`src/rtl/core/assert_macros.svh`:
```
// assertion macros shared by the min tracking stack modules
// no dependencies; taken in by `include where assertions are written
`ifndef ASSERT_MACROS_SVH
`define ASSERT_MACROS_SVH

// property must hold at every clock edge outside reset
`define ASSERT_CLK(name, clk, rst, prop, msg) \
   name: assert property (@(posedge clk) disable iff (rst) (prop)) else $error(msg);

// condition must never be seen at a clock edge outside reset
`define ASSERT_NEVER(name, clk, rst, cond, msg) \
   name: assert property (@(posedge clk) disable iff (rst) !(cond)) else $error(msg);

`endif

```
`src/rtl/core/mts_pkg.sv`:
```
// shared types and codes of the min tracking stack
// no dependencies; used by mts_ctrl, mts_datapath and min_tracking_stack
package mts_pkg;

   // default number of words held
   localparam int unsigned STACK_DEPTH_DEF = 128;

   // word widths
   localparam int unsigned WORD_W  = 32;
   localparam int unsigned DEPTH_W = 8;

   // request opcodes
   localparam logic [1:0] OP_PUSH  = 2'd0;
   localparam logic [1:0] OP_POP   = 2'd1;
   localparam logic [1:0] OP_QUERY = 2'd2;

   // response status codes
   localparam logic [1:0] ST_OK        = 2'd0;
   localparam logic [1:0] ST_OVERFLOW  = 2'd1;
   localparam logic [1:0] ST_UNDERFLOW = 2'd2;

   // commands from the controller to the datapath
   typedef struct packed {
      logic push;
      logic pop;
      logic overflow;
      logic underflow;
      logic query;
      logic fill;
   } mts_cmd_type;

   // status from the datapath to the controller
   typedef struct packed {
      logic full;
      logic empty;
   } mts_stat_type;

endpackage

```
`src/rtl/core/mts_ctrl.sv`:
```
// controller of the min tracking stack: decodes requests, sequences pops
// depends on mts_pkg and assert_macros.svh
`include "assert_macros.svh"

module mts_ctrl (
   input  logic                 clock,
   input  logic                 reset,
   input  logic                 start,
   input  logic [1:0]           opcode,
   input  mts_pkg::mts_stat_type stat,
   output mts_pkg::mts_cmd_type  cmd,
   output logic                 busy
);
   import mts_pkg::*;

   typedef enum logic [1:0] {
      S_IDLE = 2'b01,
      S_FILL = 2'b10
   } ctrl_state_type;

   ctrl_state_type state_ff;
   ctrl_state_type state_in;

   // next state and command decode
   always_comb begin
      cmd      = '0;
      state_in = state_ff;
      case (state_ff)
         S_IDLE: begin
            if (start) begin
               case (opcode)
                  OP_PUSH: begin
                     if (stat.full) cmd.overflow = 1'b1;
                     else           cmd.push     = 1'b1;
                  end
                  OP_POP: begin
                     if (stat.empty) begin
                        cmd.underflow = 1'b1;
                     end else begin
                        cmd.pop  = 1'b1;
                        state_in = S_FILL;
                     end
                  end
                  OP_QUERY: cmd.query = 1'b1;
                  default:  cmd.query = 1'b1;
               endcase
            end
         end
         S_FILL: begin
            // new tops come back from the stores this cycle
            cmd.fill = 1'b1;
            state_in = S_IDLE;
         end
         default: state_in = S_IDLE;
      endcase
   end

   always_ff @(posedge clock) begin
      if (reset) state_ff <= S_IDLE;
      else       state_ff <= state_in;
   end

   assign busy = (state_ff == S_FILL);

   // checks
   `ASSERT_CLK(a_fill_one_cycle, clock, reset, (state_ff == S_FILL) |=> (state_ff == S_IDLE), "fill state held more than one cycle")
   `ASSERT_CLK(a_pop_enters_fill, clock, reset, cmd.pop |=> cmd.fill, "successful pop not followed by fill")
   `ASSERT_NEVER(a_quiet_in_fill, clock, reset, busy && (cmd.push || cmd.pop || cmd.query), "request decoded while busy")
endmodule

```
`config.mk`:
```
export PLATFORM = sky130hd
export DESIGN_NAME = mts_ctrl
export DESIGN_NICKNAME = d
export VERILOG_FILES = /design/src/rtl/core/mts_pkg.sv /design/src/rtl/core/mts_ctrl.sv
export VERILOG_INCLUDE_DIRS = /design/src /design/src/rtl/core
export SDC_FILE = /design/constraint.sdc
export NUM_CORES = 1
export LEC_CHECK = 0
export BUFFER_PORTS_ARGS = -buffer_cell sky130_fd_sc_hd__buf_2
export CAP_MARGIN = 20
export CORE_AREA = 2 2 39 41
export DETAILED_ROUTE_END_ITERATION = 8
export DIE_AREA = 0 0 41 43
export PLACE_DENSITY = 0.34
export SLEW_MARGIN = 20
export SYNTH_ARGS = -nofsm -noshare
export SYNTH_HDL_FRONTEND = slang
export SYNTH_SLANG_ARGS = --single-unit
```
`constraint.sdc`:
```
create_clock -name clock -period 2.91 [get_ports clock]
set_clock_uncertainty 0.15 [all_clocks]
set_input_delay 0.582 -clock clock [delete_from_list [all_inputs] [get_ports clock]]
set_output_delay 0.582 -clock clock [all_outputs]
set_load 0.03 [all_outputs]
```
==> out/results.tsv, run 1 <==
stage	metric	value	unit
route	first_iter_violations	0	
clocking	holdBufCountCts	0	
clocking	postCtsSetupRepairBufs	0	
clocking	h-tree-depth	1	
yosys	ys_warn_count	0	
timing	period_needed	2.11	ns
clocking	cts_tree	done	
clocking	clock-sinks	2	
yosys	synth_seq_cells	2	
route	post_drt_via_cell_ratio	3.70	
placement	port-buffer-count	13	
route	finalWirelength	350	um
setup_path	critPathArrivalTime	1.37	ns
timing	fmax	475	MHz
run	cap_viol_max_count	0	
cells_and_area	syn_to_final_growth	72.7	%
global_routing	grt_start_max_net_pins	7	
global_routing	grt_antenna_before_repair	0	
min_path	min_from	reset	
cells_and_area	largest_reg_flops	2	
cells_and_area	nets	37	
route	vias	163	
route	ant_nets	0	
die	dieArea	1760	um2
timing	final_max_slew_viol_count	0	
clocking	clk_pin_slew_worst_paths	0.03	ns
yosys	netlist.area_leader.share	29.1	%
yosys	synth_ff_type	dfxtp_1	
setup_path	crit_type	in -> out	
die	initial_core_util	9.95	%
yosys	netlist_area	138	um2
global_routing	grt_usage	5.61	%
clocking	cts_root_buf	clkbuf_4	
power	power	109	uW
timing	worst_pin_slew	0.210	ns
timing	finalCritPeriodShare	72.4	%
setup_path	end_kind	output pin	
route	routed.top_layer	met3	
placement	gp_congestion	0.610	
clocking	ctsResizeCount	0	
yosys	syn_inst	13	
timing	fin_tns_setup	0	ns
min_path	worstHoldPathType	in -> reg	
setup_path	timing.rr.start	state_ff[0]$_SDFFE_PP1P_	
timing	slew_headroom	85.8	%
setup_path	start_kind	input port	
global_routing	first_global_vias	154	
route	drcViolationCount	0	
cells_and_area	drive_gt1_share	60.7	%
timing	hold-worst-slack	0.383	ns
power	peakVddDrop	0.000149	V
die	die_width	41	um
route	first_pass_iters	1	
power	power.density	460	nW/um2
die	fp.dieH	43	um
yosys	synth-edff-count	0	
global_routing	grt_pass1_wl	593	um
die	ios	14	
global_routing	grt-ovfl-total	0	
power	p_leak	0.111	nW
status	status	completed	
yosys	syn_avg_cell_area	10.6	um2
cells_and_area	top_register	state_ff	
yosys	yosysTopAreaCell	dfxtp_1	
yosys	yosysUniqueCellTypes	11	
cells_and_area	diodes	0	
route	wl_met2	118	um
timing	rsz0062_at_grt	no	
yosys	synthArstFlopShare	0	%
cells_and_area	reg_top3	state_ff: 2 flops	
setup_path	crit_path_max_fanout	6	
route	wl_met1	156	um
yosys	netlist_top_cells_count	dfxtp_1 (2), nor3b_1 (2)	
yosys	synth_fp_nets	20	
yosys	yosysSeqAreaShare	29.1	%
setup_path	cp-startpoint	opcode[1]	
cells_and_area	final_util	17.2	%
timing	finalHoldViolCount	0	
timing	setup_viol	0	
die	coreArea	1380	um2
route	routedWlPerCell	7.95	um
clocking	clock_latency	0.22	ns
route	wl_met3	76	um
die	fp-row-count	14	
setup_path	critPathRequiredTime	2.18	ns
clocking	numCtsBuffers	3	
clocking	clockBufferDepth	2	
yosys	synthTopCellsByArea	dfxtp_1 (29%), nand4bb_4 (20%), nor3b_1 (11%)	
power breakdown:
group | internal (mW) | leakage (nW) | switching [mW] | total (mW)
Combinational | 0.00834 | 0.0812 | 0.0105 | 0.0189
Clock | 0.0456 | 0.0138 | 0.0164 | 0.0619
Sequential | 0.0281 | 0.0162 | 0.000396 | 0.0285
Total | 0.0820 | 0.111 | 0.0273 | 0.109
cells in the final DEF (no fill, tap or decap):
cell type,instances
and4b_1,1
buf_2,13
clkbuf_4,3
dfxtp_1,2
nand2_1,1
nand4bb_4,1
nor2_1,1
nor2b_1,1
nor3_1,1
nor3b_1,2
nor4b_1,1
or4b_1,1
final cells by class:
type / count / area (um2)
clock buffers: 3 / 22.5
multi-input cells: 10 / 90.1
repair buffers: 13 / 65.1
fillers: 161 / 1150
well taps: 16 / 20.0
flip-flops and latches: 2 / 40.0
logic make-up after synthesis:
kind of cell,synth area share (%)
buf+inv,5.46
simple gates,65.4
flops,29.1
layer usage:
metal | GRT usage [%] | vias to the layer above
li1 | - | 80
met1 | 5.43 | 69
met2 | 6.25 | 14
met3 | 5.24 | 0
met4 | 6.00 | 0
met5 | 0 | -
through the flow:
| stage | cell area [um2] | worst slack, ns | std cells |
|---|---|---|---|
| floorplan | 138 | 0.589 | 13 |
| global placement | 215 | 0.826 | 41 |
| detailed placement | 215 | 0.790 | 41 |
| CTS | 238 | 0.786 | 44 |
| global route | 238 | 0.745 | 44 |
| finish | 238 | 0.803 | 44 |
worst paths after layout:
path,to,slack [ns],depth (start not counted)
worst max-delay path,cmd[3],0.80,4
worst min register to register,state_ff[1]$_SDFFE_PP0P_,0.41,2
worst max register to register,state_ff[0]$_SDFFE_PP1P_,1.61,2
worst min-delay path,state_ff[1]$_SDFFE_PP0P_,0.38,2
worst max-delay path, stage by stage:
cell and delay, ns:
buf_2 0.10, nand4bb_4 0.25, nor3b_1 0.21, buf_2 0.22
Note: power is estimated with default switching activity, not from simulation.
==> inputs of run 2 (changes only) <==
Settings changed: ABC_AREA from default to 1, PLACE_DENSITY 0.34 to 0.37.
Clock period 2.91 ns to 1.9 ns, I/O delays scaled along.
==> out/results.tsv, run 2 <==
stage	metric	value	unit	change
power	power	169	uW	+55%
route	ant_nets	0		unchanged
clocking	clock_latency	0.22	ns	about the same
cells_and_area	nets	56		+51%
yosys	yosysTopAreaCell	nor2_1		
cells_and_area	syn_to_final_growth	61.5	%	
cells_and_area	reg_top3	state_ff: 2 flops		
power	power.density	643	nW/um2	+40%
setup_path	cp_slowest_cell	dfxtp_1		
yosys	yosysSeqAreaShare	24.6	%	-4.5 points
die	coreArea	1380	um2	unchanged
yosys	netlist_top_cells_count	nor2_1 (11), nand2_1 (10), inv_1 (6)		
die	fp-row-count	14		unchanged
yosys	yosysMostFrequentCell	nor2_1		
yosys	netlist_area	163	um2	+18%
timing	slew_headroom	89.6	%	+3.8 points
global_routing	grt_pass1_wl	600	um	+1.2%
placement	placed_cell_area	240	um2	+12%
die	initial_core_util	11.8	%	+1.8 points
cells_and_area	diodes	0		unchanged
global_routing	grt_antenna_before_repair	0		unchanged
timing	fin_tns_setup	0	ns	unchanged
die	ios	14		unchanged
clocking	postCtsSetupRepairBufs	0		unchanged
route	first_iter_violations	6		+6
yosys	synthTopCellsByArea	nor2_1 (25%), dfxtp_1 (25%), nand2_1 (23%)		
power	switchingPower	44.1	uW	+62%
clocking	clk_pin_slew_worst_paths	0.03	ns	about the same
setup_path	critPathArrivalTime	1.10	ns	-0.27 ns
setup_path	critPathRequiredTime	1.37	ns	-0.81 ns
timing	worst_pin_slew	0.157	ns	-0.0525 ns
cells_and_area	final_cell_mix	buf_2 (13), nor2_1 (11), nand2_1 (10)		
timing	fmax	615	MHz	
die	dieArea	1760	um2	unchanged
setup_path	cp_cell_sequence	inv_1 -> nor2_2 -> nand2_1 -> nor2_1 -> buf_2		
clocking	numCtsBuffers	3		unchanged
cells_and_area	top_register	state_ff		
die	die_width	41	um	unchanged
yosys	synth_fp_nets	39		+95%
min_path	worstHoldPathType	in -> reg		
clocking	cts_tree	done		
yosys	yosysUniqueCellTypes	7		-4
route	first_pass_iters	2		+1
power	switching_share	26.1	%	+1.2 points
route	routedWlPerCell	6.62	um	-17%
power	power_frac_comb	19.5	%	+2.2 points
timing	period_needed	1.63	ns	
yosys	ys_warn_count	0		unchanged
yosys	synth-edff-count	0		unchanged
timing	fin_ws	0.274	ns	-0.529 ns
yosys	synthArstFlopShare	0	%	unchanged
timing	final_max_slew_viol_count	0		unchanged
placement	gp_congestion	0.641		+5.1%
cells_and_area	design_area	263	um2	+11%
global_routing	first_global_vias	168		+9.1%
timing	rsz0062_at_grt	no		
clocking	holdBufCountCts	0		unchanged
setup_path	end_kind	output pin		
clocking	clockBufferDepth	2		unchanged
setup_path	start_kind	flop		
placement	place_ws	0.385	ns	-0.405 ns
power	p_leak	0.170	nW	+53%
clocking	cts_root_buf	clkbuf_4		
global_routing	grt-ovfl-total	0		unchanged
route	vias	216		+33%
global_routing	grt_usage	5.71	%	+0.094 points
power	clockPowerShare	54.7	%	-2.0 points
placement	port-buffer-count	13		unchanged
global_routing	grt_start_max_net_pins	7		unchanged
yosys	synth_seq_cells	2		unchanged
die	fp.dieH	43	um	unchanged
cells_and_area	final_common_cell	buf_2		
power	peakVddDrop	0.000201	V	+35%
setup_path	max_stage_delay	0.34	ns	+0.09 ns
status	status	completed		
timing	finalCritPeriodShare	85.6	%	
clocking	ctsResizeCount	0		unchanged
route	finalWirelength	417	um	+19%
yosys	syn_inst	32		+19
yosys	synth_ff_type	dfxtp_1		
setup_path	crit_type	reg -> out		
clocking	clock-sinks	2		unchanged
power	power_frac_seq	25.8	%	-0.3 points
yosys	netlist.area_leader.share	25.4	%	-3.7 points
cells_and_area	drive_gt1_share	36.2	%	-25 points
power	power.internal	125	uW	+52%
cells_and_area	largest_reg_flops	2		unchanged
setup_path	crit_path_max_fanout	3		-3
timing	setup_viol	0		unchanged
yosys	syn_avg_cell_area	5.08	um2	-52%
placement	hpwl	342	um	
run	cap_viol_max_count	0		unchanged
route	post_drt_via_cell_ratio	3.43		-7.4%
clocking	h-tree-depth	1		unchanged
route	drcViolationCount	0		unchanged
timing	finalHoldViolCount	0		unchanged
[run 2: changes by cell type after synthesis, moves of 2 or more]
| cell | previous run | this run |
|---|---|---|
| inv_1 | 0 | 6 |
| nor2_1 | 1 | 11 |
| nand2_1 | 1 | 10 |
| nor3b_1 | 2 | 0 |
[run 2: critical path: cells and delay by family (launching register included)]
kind | cells | cell delay, ns
buf+inv | 2 | 0.26
flops | 1 | 0.34
simple gates | 3 | 0.28
[run 2: area by class of cell]
type	instances	area (um2)
tap	16	20.0
inverter	6	22.5
fill	165	1120
clock buffer	3	22.5
sequential	2	40.0
timing repair buffer	13	65.1
multi-input combinational	23	92.6
[run 2: per-layer routing]
| layer | track usage [%] | up-vias | share of wire (%) |
|---|---|---|---|
| li1 | - | 121 | - |
| met1 | 5.73 | 89 | 45 |
| met2 | 6.56 | 6 | 44 |
| met3 | 4.71 | 0 | 11 |
| met4 | 6.00 | 0 | 0 |
| met5 | 0 | - | 0 |
[run 2: stage by stage]
step / std cells / hold slack [ns] / utilization (%)
global route: 63 / 0.204 / 19.0
floorplan: 32 / 0.327 / -
detailed placement: 60 / 0.371 / 17.4
finish: 63 / 0.212 / 19.0
global placement: 60 / 0.369 / 17.4
CTS: 63 / 0.205 / 19.0
[run 2: cells by family (layout without fill, tap and decap cells)]
| logic type | Yosys count | in the layout | share of synthesized area, % |
|---|---|---|---|
| flops | 2 | 2 | 24.6 |
| buf+inv | 7 | 22 | 18.5 |
| simple gates | 23 | 23 | 56.9 |
[run 2: power by group through the flow]
stage | Sequential [mW] | Combinational [mW] | Clock (mW)
final | 0.0435 | 0.0329 | 0.0924
after global routing | 0.0436 | 0.0368 | 0.107
after CTS | 0.0435 | 0.0334 | 0.100
after detailed placement | 0.0441 | 0.0333 | 0
after global placement | 0.0441 | 0.0333 | 0
after floorplan | 0.0440 | 0.0193 | 0
[run 2: path summary, 6_finish.rpt]
| check | startpoint | end | slack, ns | cells past startpoint |
|---|---|---|---|---|
| hold reg to reg | state_ff[0]$_SDFFE_PP1P_ | state_ff[0]$_SDFFE_PP1P_ | 0.36 | 3 |
| hold / removal | reset | state_ff[0]$_SDFFE_PP1P_ | 0.21 | 3 |
| setup / recovery | state_ff[0]$_SDFFE_PP1P_ | cmd[2] | 0.27 | 5 |
| setup reg to reg | state_ff[0]$_SDFFE_PP1P_ | state_ff[1]$_SDFFE_PP0P_ | 1.01 | 4 |
